`config.mk`:
```
export PLATFORM = sky130hd
export DESIGN_NAME = watchdog_timer_peripheral
export DESIGN_NICKNAME = d
export VERILOG_FILES = /design/src/design/wdt_pkg.sv /design/src/design/wdt_core.sv /design/src/design/watchdog_timer_peripheral.sv
export SDC_FILE = /design/constraint.sdc
export NUM_CORES = 1
export LEC_CHECK = 0
export ABC_AREA = 1
export BUFFER_PORTS_ARGS = -buffer_cell sky130_fd_sc_hd__buf_2
export CAP_MARGIN = 10
export CORE_MARGIN = 5
export CORE_UTILIZATION = 53
export CTS_CLUSTER_SIZE = 24
export DETAILED_ROUTE_END_ITERATION = 8
export GPL_ROUTABILITY_DRIVEN = 0
export PLACE_DENSITY = 0.76
export SYNTH_ARGS = -nofsm -noshare
export SYNTH_HDL_FRONTEND = slang
export SYNTH_SLANG_ARGS = --single-unit
```
`constraint.sdc`:
```
create_clock -name clk -period 3.15 [get_ports clk]
set_input_delay 0.4725 -clock clk [delete_from_list [all_inputs] [get_ports clk]]
set_output_delay 0.4725 -clock clk [all_outputs]
set_load 0.01 [all_outputs]
```
`src/design/wdt_pkg.sv`:
```
// Shared types and constants for the watchdog timer peripheral.
// No dependencies; used by wdt_core and watchdog_timer_peripheral.
package wdt_pkg;

  // Command codes carried by each input beat
  localparam logic [1:0] CMD_TICK  = 2'd0;
  localparam logic [1:0] CMD_READ  = 2'd1;
  localparam logic [1:0] CMD_WRITE = 2'd2;

  // Register byte offsets
  localparam logic [11:0] OFS_LOAD    = 12'h000;
  localparam logic [11:0] OFS_VALUE   = 12'h004;
  localparam logic [11:0] OFS_CONTROL = 12'h008;
  localparam logic [11:0] OFS_INTCLR  = 12'h00C;
  localparam logic [11:0] OFS_RIS     = 12'h010;
  localparam logic [11:0] OFS_MIS     = 12'h014;
  localparam logic [11:0] OFS_LOCK    = 12'hC00;

  // Lock key and control bit positions
  localparam logic [31:0] UNLOCK_KEY = 32'h1ACC_E551;
  localparam int CTL_INTEN_BIT = 0;
  localparam int CTL_RESEN_BIT = 1;

  // One input beat
  typedef struct packed {
    logic [1:0]  command;
    logic [11:0] reg_offset;
    logic [31:0] write_data;
  } wdt_item_t;

  // One result beat
  typedef struct packed {
    logic [31:0] read_data;
    logic        irq_out;
    logic        reset_out;
  } wdt_result_t;

endpackage

```
`src/design/wdt_core.sv`:
```
// Watchdog register file, down counter and result logic for one beat.
// Depends on wdt_pkg for item and result types and register decode.
module wdt_core #(
  parameter int COUNTER_WIDTH = 32
) (
  input  logic                 clk,
  input  logic                 rst,
  input  logic                 step,
  input  wdt_pkg::wdt_item_t   item,
  output wdt_pkg::wdt_result_t result
);
  import wdt_pkg::*;

  logic [COUNTER_WIDTH-1:0] reload_value, reload_value_next;
  logic [COUNTER_WIDTH-1:0] down_counter, down_counter_next;
  logic irq_enable, irq_enable_next;
  logic reset_enable, reset_enable_next;
  logic irq_pending, irq_pending_next;
  logic write_locked, write_locked_next;
  logic reset_latched, reset_latched_next;
  logic [31:0] rd;
  logic new_en;

  // Compute next state and read data for the current beat
  always_comb begin
    reload_value_next  = reload_value;
    down_counter_next  = down_counter;
    irq_enable_next    = irq_enable;
    reset_enable_next  = reset_enable;
    irq_pending_next   = irq_pending;
    write_locked_next  = write_locked;
    reset_latched_next = reset_latched;
    rd     = '0;
    new_en = item.write_data[CTL_INTEN_BIT];
    case (item.command)
      CMD_TICK: begin
        // Advance only while enabled and not yet latched into reset
        if (!reset_latched && irq_enable) begin
          if (down_counter == '0) begin
            if (irq_pending && reset_enable) reset_latched_next = 1'b1;
            irq_pending_next  = 1'b1;
            down_counter_next = reload_value;
          end else begin
            down_counter_next = down_counter - COUNTER_WIDTH'(1);
          end
        end
      end
      CMD_READ: begin
        case (item.reg_offset)
          OFS_LOAD:    rd = 32'(reload_value);
          OFS_VALUE:   rd = 32'(down_counter);
          OFS_CONTROL: rd = {30'b0, reset_enable, irq_enable};
          OFS_RIS:     rd = 32'(irq_pending);
          OFS_MIS:     rd = 32'(irq_pending & irq_enable);
          OFS_LOCK:    rd = 32'(write_locked);
          default:     rd = '0;
        endcase
      end
      CMD_WRITE: begin
        if (item.reg_offset == OFS_LOCK) begin
          write_locked_next = (item.write_data != UNLOCK_KEY);
        end else if (!write_locked) begin
          case (item.reg_offset)
            OFS_LOAD: begin
              reload_value_next = item.write_data[COUNTER_WIDTH-1:0];
              down_counter_next = item.write_data[COUNTER_WIDTH-1:0];
            end
            OFS_CONTROL: begin
              // Reload on a rising interrupt enable
              if (new_en && !irq_enable) down_counter_next = reload_value;
              irq_enable_next   = new_en;
              reset_enable_next = item.write_data[CTL_RESEN_BIT];
            end
            OFS_INTCLR: begin
              irq_pending_next  = 1'b0;
              down_counter_next = reload_value;
            end
            default: ;
          endcase
        end
      end
      default: ;
    endcase
    result.read_data = rd;
    result.irq_out   = irq_pending_next & irq_enable_next;
    result.reset_out = reset_latched_next;
  end

  // Commit the beat's effect on state
  always_ff @(posedge clk) begin
    if (rst) begin
      reload_value  <= '1;
      down_counter  <= '1;
      irq_enable    <= 1'b0;
      reset_enable  <= 1'b0;
      irq_pending   <= 1'b0;
      write_locked  <= 1'b0;
      reset_latched <= 1'b0;
    end else if (step) begin
      reload_value  <= reload_value_next;
      down_counter  <= down_counter_next;
      irq_enable    <= irq_enable_next;
      reset_enable  <= reset_enable_next;
      irq_pending   <= irq_pending_next;
      write_locked  <= write_locked_next;
      reset_latched <= reset_latched_next;
    end
  end

endmodule

```
`src/design/watchdog_timer_peripheral.sv`:
```
// Watchdog timer peripheral top level: input register, wdt_core, result register.
// Depends on wdt_pkg and wdt_core.
//
//   channel | handshake          | payload
//   --------+--------------------+------------------------------------
//   in      | in_valid/in_stall  | command, reg_offset, write_data
//   out     | out_valid/out_stall| read_data, irq_out, reset_out
//
// One beat per cycle sustained while out_stall is low; each result passes the
// input register, then the result register, with the core's decrement,
// compare and read mux combinational between them.
// Sync active-high rst clears valid bits and flags; sets LOAD/VALUE to all ones.
// A stalled result holds in the output register while one more beat waits in
// the input register; in_stall rises only when both are full.
module watchdog_timer_peripheral #(
  parameter int COUNTER_WIDTH = 32
) (
  input  logic        clk,
  input  logic        rst,
  input  logic        in_valid,
  output logic        in_stall,
  input  logic [1:0]  command,
  input  logic [11:0] reg_offset,
  input  logic [31:0] write_data,
  output logic        out_valid,
  input  logic        out_stall,
  output logic [31:0] read_data,
  output logic        irq_out,
  output logic        reset_out
);
  import wdt_pkg::*;

  logic        s1_valid;
  wdt_item_t   s1_item;
  wdt_result_t core_result;
  logic        out_ready;
  logic        s1_ready;
  logic        step;

  // Stage enables
  assign out_ready = !out_valid || !out_stall;
  assign s1_ready  = !s1_valid || out_ready;
  assign step      = s1_valid && out_ready;
  assign in_stall  = !s1_ready;

  // Input register: capture a beat
  always_ff @(posedge clk) begin
    if (rst) begin
      s1_valid <= 1'b0;
    end else if (s1_ready) begin
      s1_valid <= in_valid;
    end
  end

  always_ff @(posedge clk) begin
    if (s1_ready && in_valid) begin
      s1_item.command    <= command;
      s1_item.reg_offset <= reg_offset;
      s1_item.write_data <= write_data;
    end
  end

  wdt_core #(
    .COUNTER_WIDTH(COUNTER_WIDTH)
  ) u_core (
    .clk    (clk),
    .rst    (rst),
    .step   (step),
    .item   (s1_item),
    .result (core_result)
  );

  // Result register: hold while stalled
  always_ff @(posedge clk) begin
    if (rst) begin
      out_valid <= 1'b0;
    end else if (out_ready) begin
      out_valid <= s1_valid;
    end
  end

  always_ff @(posedge clk) begin
    if (step) begin
      read_data <= core_result.read_data;
      irq_out   <= core_result.irq_out;
      reset_out <= core_result.reset_out;
    end
  end

endmodule
```
; ---- Yosys cells after proc, flatten, opt, wreduce, memory -nomap -nowiden
; Cells that the tools add are included.
[classes]
reduce_logical = 21
addsub = 1
bitwise_logic = 4
eq_ne = 14
n_mux = 22
[ops]
columns = op, n
row1 = $pmux W32 S6, 1
row2 = $mux W32, 5
row3 = $pmux W32 S3, 1
row4 = $pmux W32 S2, 1
row5 = $logic_not A32 Y1, 1
row6 = $ne A32 B29 Y1 const B, 1
row7 = $sub A32 B1 Y32 const B, 1
row8 = $eq A12 B4 Y1 const B, 2
row9 = $eq A12 B5 Y1 const B, 2
row10 = $mux W1, 13
row11 = $eq A12 B12 Y1 const B, 1
row12 = $eq A12 B3 Y1 const B, 1
row13 = $logic_not A12 Y1, 1
row14 = $reduce_and A5 Y1, 2
row15 = $reduce_and A7 Y1, 1
row16 = $logic_not A1 Y1, 6
row17 = $logic_and A1 B1 Y1, 5
row18 = $ne A2 B2 Y1 const B, 2
row19 = $ne A4 B3 Y1 const B, 1
row20 = $ne A3 B2 Y1 const B, 1
row21 = $reduce_and A3 Y1, 1
row22 = $and A1 B1 Y1, 2
row23 = $eq A2 B1 Y1 const B, 1
row24 = $eq A2 B2 Y1 const B, 1
row25 = other kinds (6), 8
[totals]
regBits = 151
output_inout_bits = 36
input_bits = 50

; ---- Logic depth before layout (Yosys ltp)
; Gate-level depths: netlist of the first run.
[depth]
depth_word = 7
depth_mapped = 14
ltp_nobuf = 14

; ---- Modules after synthesis
; From an unflattened synthesis of the first run, not the netlist that was laid out.
[unflattened]
hier_cells = 1068
hier_area_um2 = 8010.2
[modules_own_cells]
columns = module, seq_area_each_um2, cells_per_inst, instances, area_per_inst_um2
row1 = wdt_core, 1381.3, 976, 1, 5516.5
row2 = watchdog_timer_peripheral, 2442.3, 92, 1, 2493.6

; ---- Worst setup path before layout of the first run
; No wires, ideal clock.
[synth_path]
path_kind = in2reg
start = in out_stall
end = reg u_core.reload_value[1]
stages = 9
t_arrival_ns = 3.000
path_buffers = 1
required_time_ns = 3.027
slack_ns = 0.027
path_cell_list = nand2_1 -> inv_1 -> nor2_1 -> inv_1 -> nor2_1 -> nand3_1 -> inv_2 -> buf_2 -> o21ai_0
[synth_between]
elab_chain_cells = 4
[synth_rtl]
columns = item, line
row1 = from (decl), watchdog_timer_peripheral.sv:26  ; input logic out_stall,
row2 = $logic_not A1 Y1, watchdog_timer_peripheral.sv:41  ; assign out_ready = !out_valid || !out_stall;
row3 = $logic_or A1 B1 Y1, watchdog_timer_peripheral.sv:41
row4 = $logic_and A1 B1 Y1, watchdog_timer_peripheral.sv:43  ; assign step = s1_valid && out_ready;
row5 = via step, watchdog_timer_peripheral.sv:38  ; logic step;
row6 = $reduce_and A5 Y1 (no line), -
row7 = to (signal assigned), wdt_core.sv:100  ; reload_value <= reload_value_next;
row8 = to (decl), wdt_core.sv:14  ; logic [COUNTER_WIDTH-1:0] reload_value, reload_value_next;
; The timed path passes the listed nets, and every way through them passes these cells.
; A chain may end at the register's enable or synchronous reset.

; ---- Worst setup path after layout of the first run
[layout_path]
start = reg s1_item[39] (netlist bit)
end = reg read_data[9] (data pin)
[layout_between]
elab_chain_cells = 2
elab_cells_between_ends = 7
classes_between = eq/ne (5) / mux (1) / reduce/logical (1)
[layout_rtl]
columns = item, line
row1 = from (decl), watchdog_timer_peripheral.sv:34  ; wdt_item_t s1_item;
row2 = "$eq A12 B12 Y1, or another cell as far along", wdt_core.sv:49  ; case (item.reg_offset)
row3 = $pmux W32 S6 *, wdt_core.sv:49
row4 = to (signal assigned), watchdog_timer_peripheral.sv:84  ; read_data <= core_result.read_data;
row5 = to (decl), watchdog_timer_peripheral.sv:27  ; output logic [31:0] read_data,
; Mark *: on every way between the ends. The rest lies on a longest branch, timed or not.

==> flow_summary.json, run 1 <==
{
  "hp-start": "reg_offset[9]",
  "synth_seq_cells": 151,
  "drc": 0,
  "yosysSeqAreaShare_pct": 47.1,
  "tritoncts": "yes",
  "min_period_ns": 2.42,
  "grt_pass1_vias": 7077,
  "ys_types": 40,
  "via_per_inst": 5.68,
  "areaGrowthSynthToFinish_pct": 13.3,
  "min_to": "s1_item[41]$_DFFE_PP_",
  "post-cts-setup-buffers": 0,
  "min_path_cells": 1,
  "root_buffer": "clkbuf_16",
  "dp_hpwl_mm": 14.7,
  "rr_startpoint": "s1_item[39]$_DFFE_PP_",
  "finalNetCount": 1171,
  "p_leak_uw": 0.00410,
  "row_count": 45,
  "worstSetupPathType": "reg2reg",
  "crit_family": "simple AND/OR/NAND/NOR gates",
  "cp.required_ns": 3.40,
  "start_kind": "flop",
  "grt_pass1_wl_mm": 35.4,
  "report.final.hold_viol_count": 0,
  "synth_nets": 1106,
  "cp_max_fo": 31,
  "rsz0062_at_grt": "no",
  "r2r_slack_ns": 0.73,
  "path_buf_inv": 2,
  "peakVddDrop_mv": 0.373,
  "stdcell_area_mm2": 0.00919,
  "cp_cell_sequence": "nor2_2, nand2_1, nor2_2, buf_4, nand2_1, nand2_1, o21ai_2, buf_4, a21oi_1",
  "wl_mm": 21.8,
  "fillerInstances": 1354,
  "setup_tns_ns": 0,
  "die_area_mm2": 0.0179,
  "ys_warn_count": 0,
  "yosys.area_share.adder_pct": 0.308,
  "cts_buffers": 17,
  "antenna_left": 0,
  "insertion_delay_ns": 0.44,
  "synth-xor-area-share_pct": 0.540,
  "postCtsHoldBufs": 0,
  "die_x_um": 134,
  "async_flop_share_pct": 0,
  "start_util_pct": 53.8,
  "post-route-period-util_pct": 76.8,
  "synth-compound-area-share_pct": 12.8,
  "portBuffers": 85,
  "coreArea_mm2": 0.0151,
  "grt_overflow": 0,
  "synthMuxAreaShare_pct": 0,
  "endpoint_kind": "flop",
  "cts_max_level": 4,
  "worst-r2r-cell-count": 9,
  "clockBufferDepth": 2,
  "dr.pass1.iters": 6,
  "dpl-instance-area_mm2": 0.00858,
  "ys.flop_type": "edfxtp_1",
  "yosys.area_share.simple_pct": 30.1,
  "die_height_um": 134,
  "drt_iter0_markers": 978,
  "clkTransAtPathRegs_ns": 0.06,
  "post_cts_resize_count": 0,
  "outcome": "completed",
  "drive_above_1_share_pct": 16.4,
  "cpMostUsedCell": "nand2_1",
  "synth_top_family_by_area": "simple AND/OR/NAND/NOR gates",
  "ios": 86,
  "tightestPinTransition_ns": 0.678,
  "worst_clock_skew_ns": 0.0114,
  "max-cap-violations": 0,
  "syn_area_per_cell_um2": 7.70,
  "worstPathArrival_ns": 2.66,
  "cellPowerDensity_mw_per_mm2": 500,
  "cp_slowest_cell": "buf_4",
  "relSlewSlack_pct": 54.6,
  "syn_inst": 1054,
  "grt_util_all_layers_pct": 24.8,
  "fmax_mhz": 414,
  "setup_viol": 0,
  "max_stage_delay_ns": 0.40,
  "clock-sinks": 151,
  "slew_violations": 0,
  "wl_per_cell_um": 16.5,
  "rr_endpoint": "read_data[9]$_SDFFCE_PP0P_",
  "vias": 7504,
  "netlist_area_mm2": 0.00811,
  "grt_max_degree": 65,
  "antenna_cells": 0,
  "grt_antenna_before_repair": 0,
  "synth_edf_count": 80,
  "hold_path.class": "in2reg"
}
cell families after synthesis:
| group | after synthesis |
|---|---|
| and+or+nand+nor | 539 |
| AOI/OAI and AO/OA | 192 |
| buffers and inverters | 165 |
| DFF | 151 |
| xor gates and xnor gates | 5 |
| adders and majority gates | 2 |
cells in the final DEF (no fill, tap or decap), types with 3 or more instances in the layout:
cell type | netlist | layout
o211ai_1 | 16 | 16
clkbuf_16 | 0 | 17
clkinv_1 | 1 | 3
nor2_4 | 3 | 4
xnor2_1 | 3 | 3
nand2_2 | 16 | 16
o22ai_1 | 3 | 3
dfxtp_1 | 71 | 71
bufinv_16 | 0 | 3
o21ai_1 | 6 | 4
inv_6 | 1 | 3
and2_1 | 3 | 3
nand4_1 | 18 | 18
nand3_2 | 3 | 3
nor2_2 | 13 | 14
nand2_1 | 283 | 283
a21oi_1 | 105 | 105
nand2_4 | 3 | 3
inv_1 | 107 | 106
edfxtp_1 | 80 | 80
nor2_1 | 67 | 65
nor4_1 | 4 | 4
buf_2 | 14 | 85
nand3_1 | 116 | 116
clkinv_4 | 0 | 4
buf_4 | 7 | 12
o21ai_0 | 55 | 55
a21oi_2 | 5 | 5
inv_2 | 4 | 4
sequential cells by signal, indices dropped and copies added, names as in the netlist, 32 cells and up:
signal,flops
u_core.down_counter,32
read_data,32
s1_item,46
u_core.reload_value,32
cells in the mapped netlist (4+ instances only):
master,count,area [um2]
buf_4,7,52.6
inv_1,107,402
nor2_1,67,251
nand2_1,283,1060
nand4_1,18,113
buf_2,14,70.1
buf_6,9,101
edfxtp_1,80,2400
o21ai_1,6,30.0
a21oi_1,105,526
a21oi_2,5,43.8
inv_2,4,15.0
nor4_1,4,25.0
nor2_2,13,81.3
dfxtp_1,71,1420
o211ai_1,16,120
nand2_2,16,100
clkbuf_1,21,78.8
nand3_1,116,581
o21ai_0,55,275
layer usage:
metal | up-vias | global-route usage [%] | part of all wire, %
met1 | 3389 | 35.7 | 42
met3 | 53 | 6.16 | 13
met4 | 0 | 8.91 | 3.0
met2 | 426 | 36.4 | 42
li1 | 3636 | - | -
met5 | - | 0 | 0
where the power goes:
part / leakage (uW) / switching (uW) / internal (uW)
Clock: 0.000288 / 847 / 1260
Combinational: 0.00248 / 176 / 103
Sequential: 0.00134 / 59.8 / 2150
per-stage QoR:
step                util [%]  instances  worst slack (ns)  power, uW  hold WS, ns
floorplan                  -       1054            0.0272       2410        0.457
global placement        56.9       1288             0.798       2520        0.472
detailed placement      56.9       1288             0.775       2520        0.477
CTS                     60.9       1320             0.752       4600        0.201
global route            60.9       1320             0.575       4730        0.201
finish                  60.9       1320             0.732       4590        0.209
worst max-delay path by stage:
| stage | startpoint | to | slack (ns) | cells after the start |
|---|---|---|---|---|
| 2_1_floorplan | out_stall | u_core.reload_value[1]$_SDFFE_PP1P_ | 0.03 | 9 |
| 3_3_place_gp | s1_item[39]$_DFFE_PP_ | read_data[9]$_SDFFCE_PP0P_ | 0.80 | 9 |
| 3_5_place_dp | s1_item[39]$_DFFE_PP_ | read_data[9]$_SDFFCE_PP0P_ | 0.77 | 9 |
| 4_1_cts | s1_item[39]$_DFFE_PP_ | read_data[9]$_SDFFCE_PP0P_ | 0.75 | 9 |
| 5_1_grt | s1_item[37]$_DFFE_PP_ | read_data[9]$_SDFFCE_PP0P_ | 0.58 | 9 |
| 6_report | s1_item[39]$_DFFE_PP_ | read_data[9]$_SDFFCE_PP0P_ | 0.73 | 9 |
cell type report:
cell class | count | area, um2 | area share [%]
tap | 188 | 235 | 2.56
clock buffer | 19 | 433 | 4.71
multi-input combinational | 738 | 3570 | 38.9
inverter | 114 | 435 | 4.74
clock inverter | 13 | 173 | 1.88
timing repair buffer | 97 | 515 | 5.61
sequential | 151 | 3820 | 41.6
Power figures use the tool's default switching activity.
==> run 2: changes to the inputs <==
Clock period 3.15 ns to 2.05 ns, I/O delays scaled along.
==> flow_summary.json, run 2 (synthesis results as in run 1) <==
{
  "outcome": "completed",
  "wl_per_cell_um": 16.7,
  "r2r_slack_ns": 0.09,
  "p_int_uw": 5800,
  "die_height_um": 134,
  "fmax_mhz": 510,
  "swShare_pct": 22.4,
  "cts_buffers": 17,
  "start_util_pct": 53.8,
  "antenna_cells": 0,
  "cp.required_ns": 2.43,
  "wl_mm": 22.7,
  "worst_slack_ns": 0.0901,
  "hold_path.class": "in2reg",
  "post-route-period-util_pct": 95.6,
  "tightestPinTransition_ns": 0.519,
  "drive_above_1_share_pct": 19.6,
  "coreArea_mm2": 0.0151,
  "p_comb_share_pct": 6.3,
  "dp_hpwl_mm": 16.1,
  "start_kind": "flop",
  "cellPowerDensity_mw_per_mm2": 774,
  "worstPathArrival_ns": 2.34,
  "relSlewSlack_pct": 65.4,
  "peakVddDrop_mv": 0.596,
  "mostFrequentLayoutCell": "nand2_1",
  "clock-sinks": 151,
  "grt_overflow": 0,
  "endpoint_kind": "flop",
  "min_period_ns": 1.96,
  "die_x_um": 134,
  "grt_max_degree": 49,
  "worstSetupPathType": "reg2reg",
  "clkTransAtPathRegs_ns": 0.06,
  "grt_util_all_layers_pct": 25.3,
  "grt_pass1_wl_mm": 35.9,
  "grt_antenna_before_repair": 0,
  "cp_max_fo": 7,
  "min_to": "s1_item[39]$_DFFE_PP_",
  "report.final.hold_viol_count": 0,
  "worst_clock_skew_ns": 0.00626,
  "clockBufferDepth": 2,
  "postCtsHoldBufs": 0,
  "drc": 0,
  "switching_power_uw": 1680,
  "cts_max_level": 4,
  "power_uw": 7480,
  "antenna_left": 0,
  "power_frac_clock_pct": 48.6,
  "ios": 86,
  "p_seq_share_pct": 45.1,
  "die_area_mm2": 0.0179,
  "insertion_delay_ns": 0.43,
  "finalNetCount": 1209,
  "use_met3_pct": 8.91,
  "regMostFlops": "s1_item",
  "gr-usage-met2_pct": 36.5,
  "p_leak_uw": 0.00437,
  "top_usage_layer": "met2",
  "grt_use_met1_pct": 35.9,
  "tritoncts": "yes",
  "min_path_cells": 1,
  "portBuffers": 85,
  "worst-r2r-cell-count": 15,
  "final_cell_mix": "nand2_1, nand3_1, a21oi_1",
  "areaGrowthSynthToFinish_pct": 19.2,
  "slew_violations": 0,
  "drt_iter0_markers": 999,
  "row_count": 45,
  "rr_endpoint": "u_core.down_counter[27]$_SDFFE_PP1P_",
  "grt_pass1_vias": 6944,
  "largest_reg_flops": 46,
  "via_per_inst": 5.67,
  "max-cap-violations": 0,
  "rr_startpoint": "u_core.down_counter[1]$_SDFFE_PP1P_",
  "dpl_worst_slack_ns": 0.0595,
  "root_buffer": "clkbuf_16",
  "setup_viol": 0,
  "dr.pass1.iters": 7,
  "vias": 7697,
  "hp-start": "reg_offset[7]"
}
-- run 2: critical path, cell delays in order (launching register included) --
cell        delay [ns]
dfxtp_1           0.33
inv_1             0.11
ha_1              0.19
inv_1             0.04
nor2_1            0.08
nand2_1           0.05
nor2_1            0.08
nand2_1           0.12
nor2_8            0.19
clkinvlp_4        0.17
buf_4             0.18
nand3_1           0.09
nand2_1           0.07
nand2_1           0.07
nand2_1           0.05
nand2_1           0.06
-- run 2: metrics by stage --
stage               cell area [um2]  utilization, %  hold slack [ns]  cells  TNS [ns]
floorplan                      8120               -            0.406   1054         0
global placement               8910            59.0            0.471   1318         0
detailed placement             8910            59.0            0.479   1318         0
CTS                            9590            63.6           0.0335   1350         0
global route                   9670            64.1           0.0271   1358   -0.0261
finish                         9670            64.1           0.0463   1358         0
-- run 2: worst max-delay path by stage --
| stage | start | end | slack (ns) | depth (start not counted) |
|---|---|---|---|---|
| global route | u_core.down_counter[1]$_SDFFE_PP1P_ | u_core.down_counter[31]$_SDFFE_PP1P_ | -0.01 | 15 |
| CTS | u_core.down_counter[0]$_SDFFE_PP1P_ | u_core.down_counter[25]$_SDFFE_PP1P_ | 0.04 | 14 |
| global placement | u_core.down_counter[0]$_SDFFE_PP1P_ | irq_out$_DFFE_PP_ | 0.11 | 10 |
| finish | u_core.down_counter[1]$_SDFFE_PP1P_ | u_core.down_counter[27]$_SDFFE_PP1P_ | 0.09 | 15 |
| detailed placement | u_core.down_counter[0]$_SDFFE_PP1P_ | u_core.down_counter[25]$_SDFFE_PP1P_ | 0.06 | 14 |
| floorplan | out_valid$_SDFFE_PP0P_ | s1_item[0]$_DFFE_PP_ | 0.12 | 5 |
-- run 2: repair_timing --
| action | CTS | global route |
|---|---|---|
| setup endpoints to repair | 0 | 14 |
| resized for setup | 0 | 7 |
| setup buffers | 0 | 7 |
-- run 2: power by group through the flow --
stage / clock, uW / sequential [uW] / combinational (uW)
floorplan: 0 / 3440 / 264
global placement: 0 / 3430 / 454
detailed placement: 0 / 3440 / 460
CTS: 3660 / 3370 / 466
global route: 3790 / 3380 / 525
finish: 3640 / 3370 / 472
-- run 2: cell type report --
class,instances,area (um2)
multi-input cells,739,3590
fillers,1303,5420
clock buffers,18,439
well taps,188,235
inverters,114,439
clock inverters,14,244
repair buffers,134,897
flip-flops and latches,151,3820
-- run 2: routing by layer --
layer / vias to the layer above / routed length (um)
met5: - / 0
met1: 3485 / 9630
li1: 3710 / -
met4: 0 / 424
met3: 49 / 2970
met2: 453 / 9720
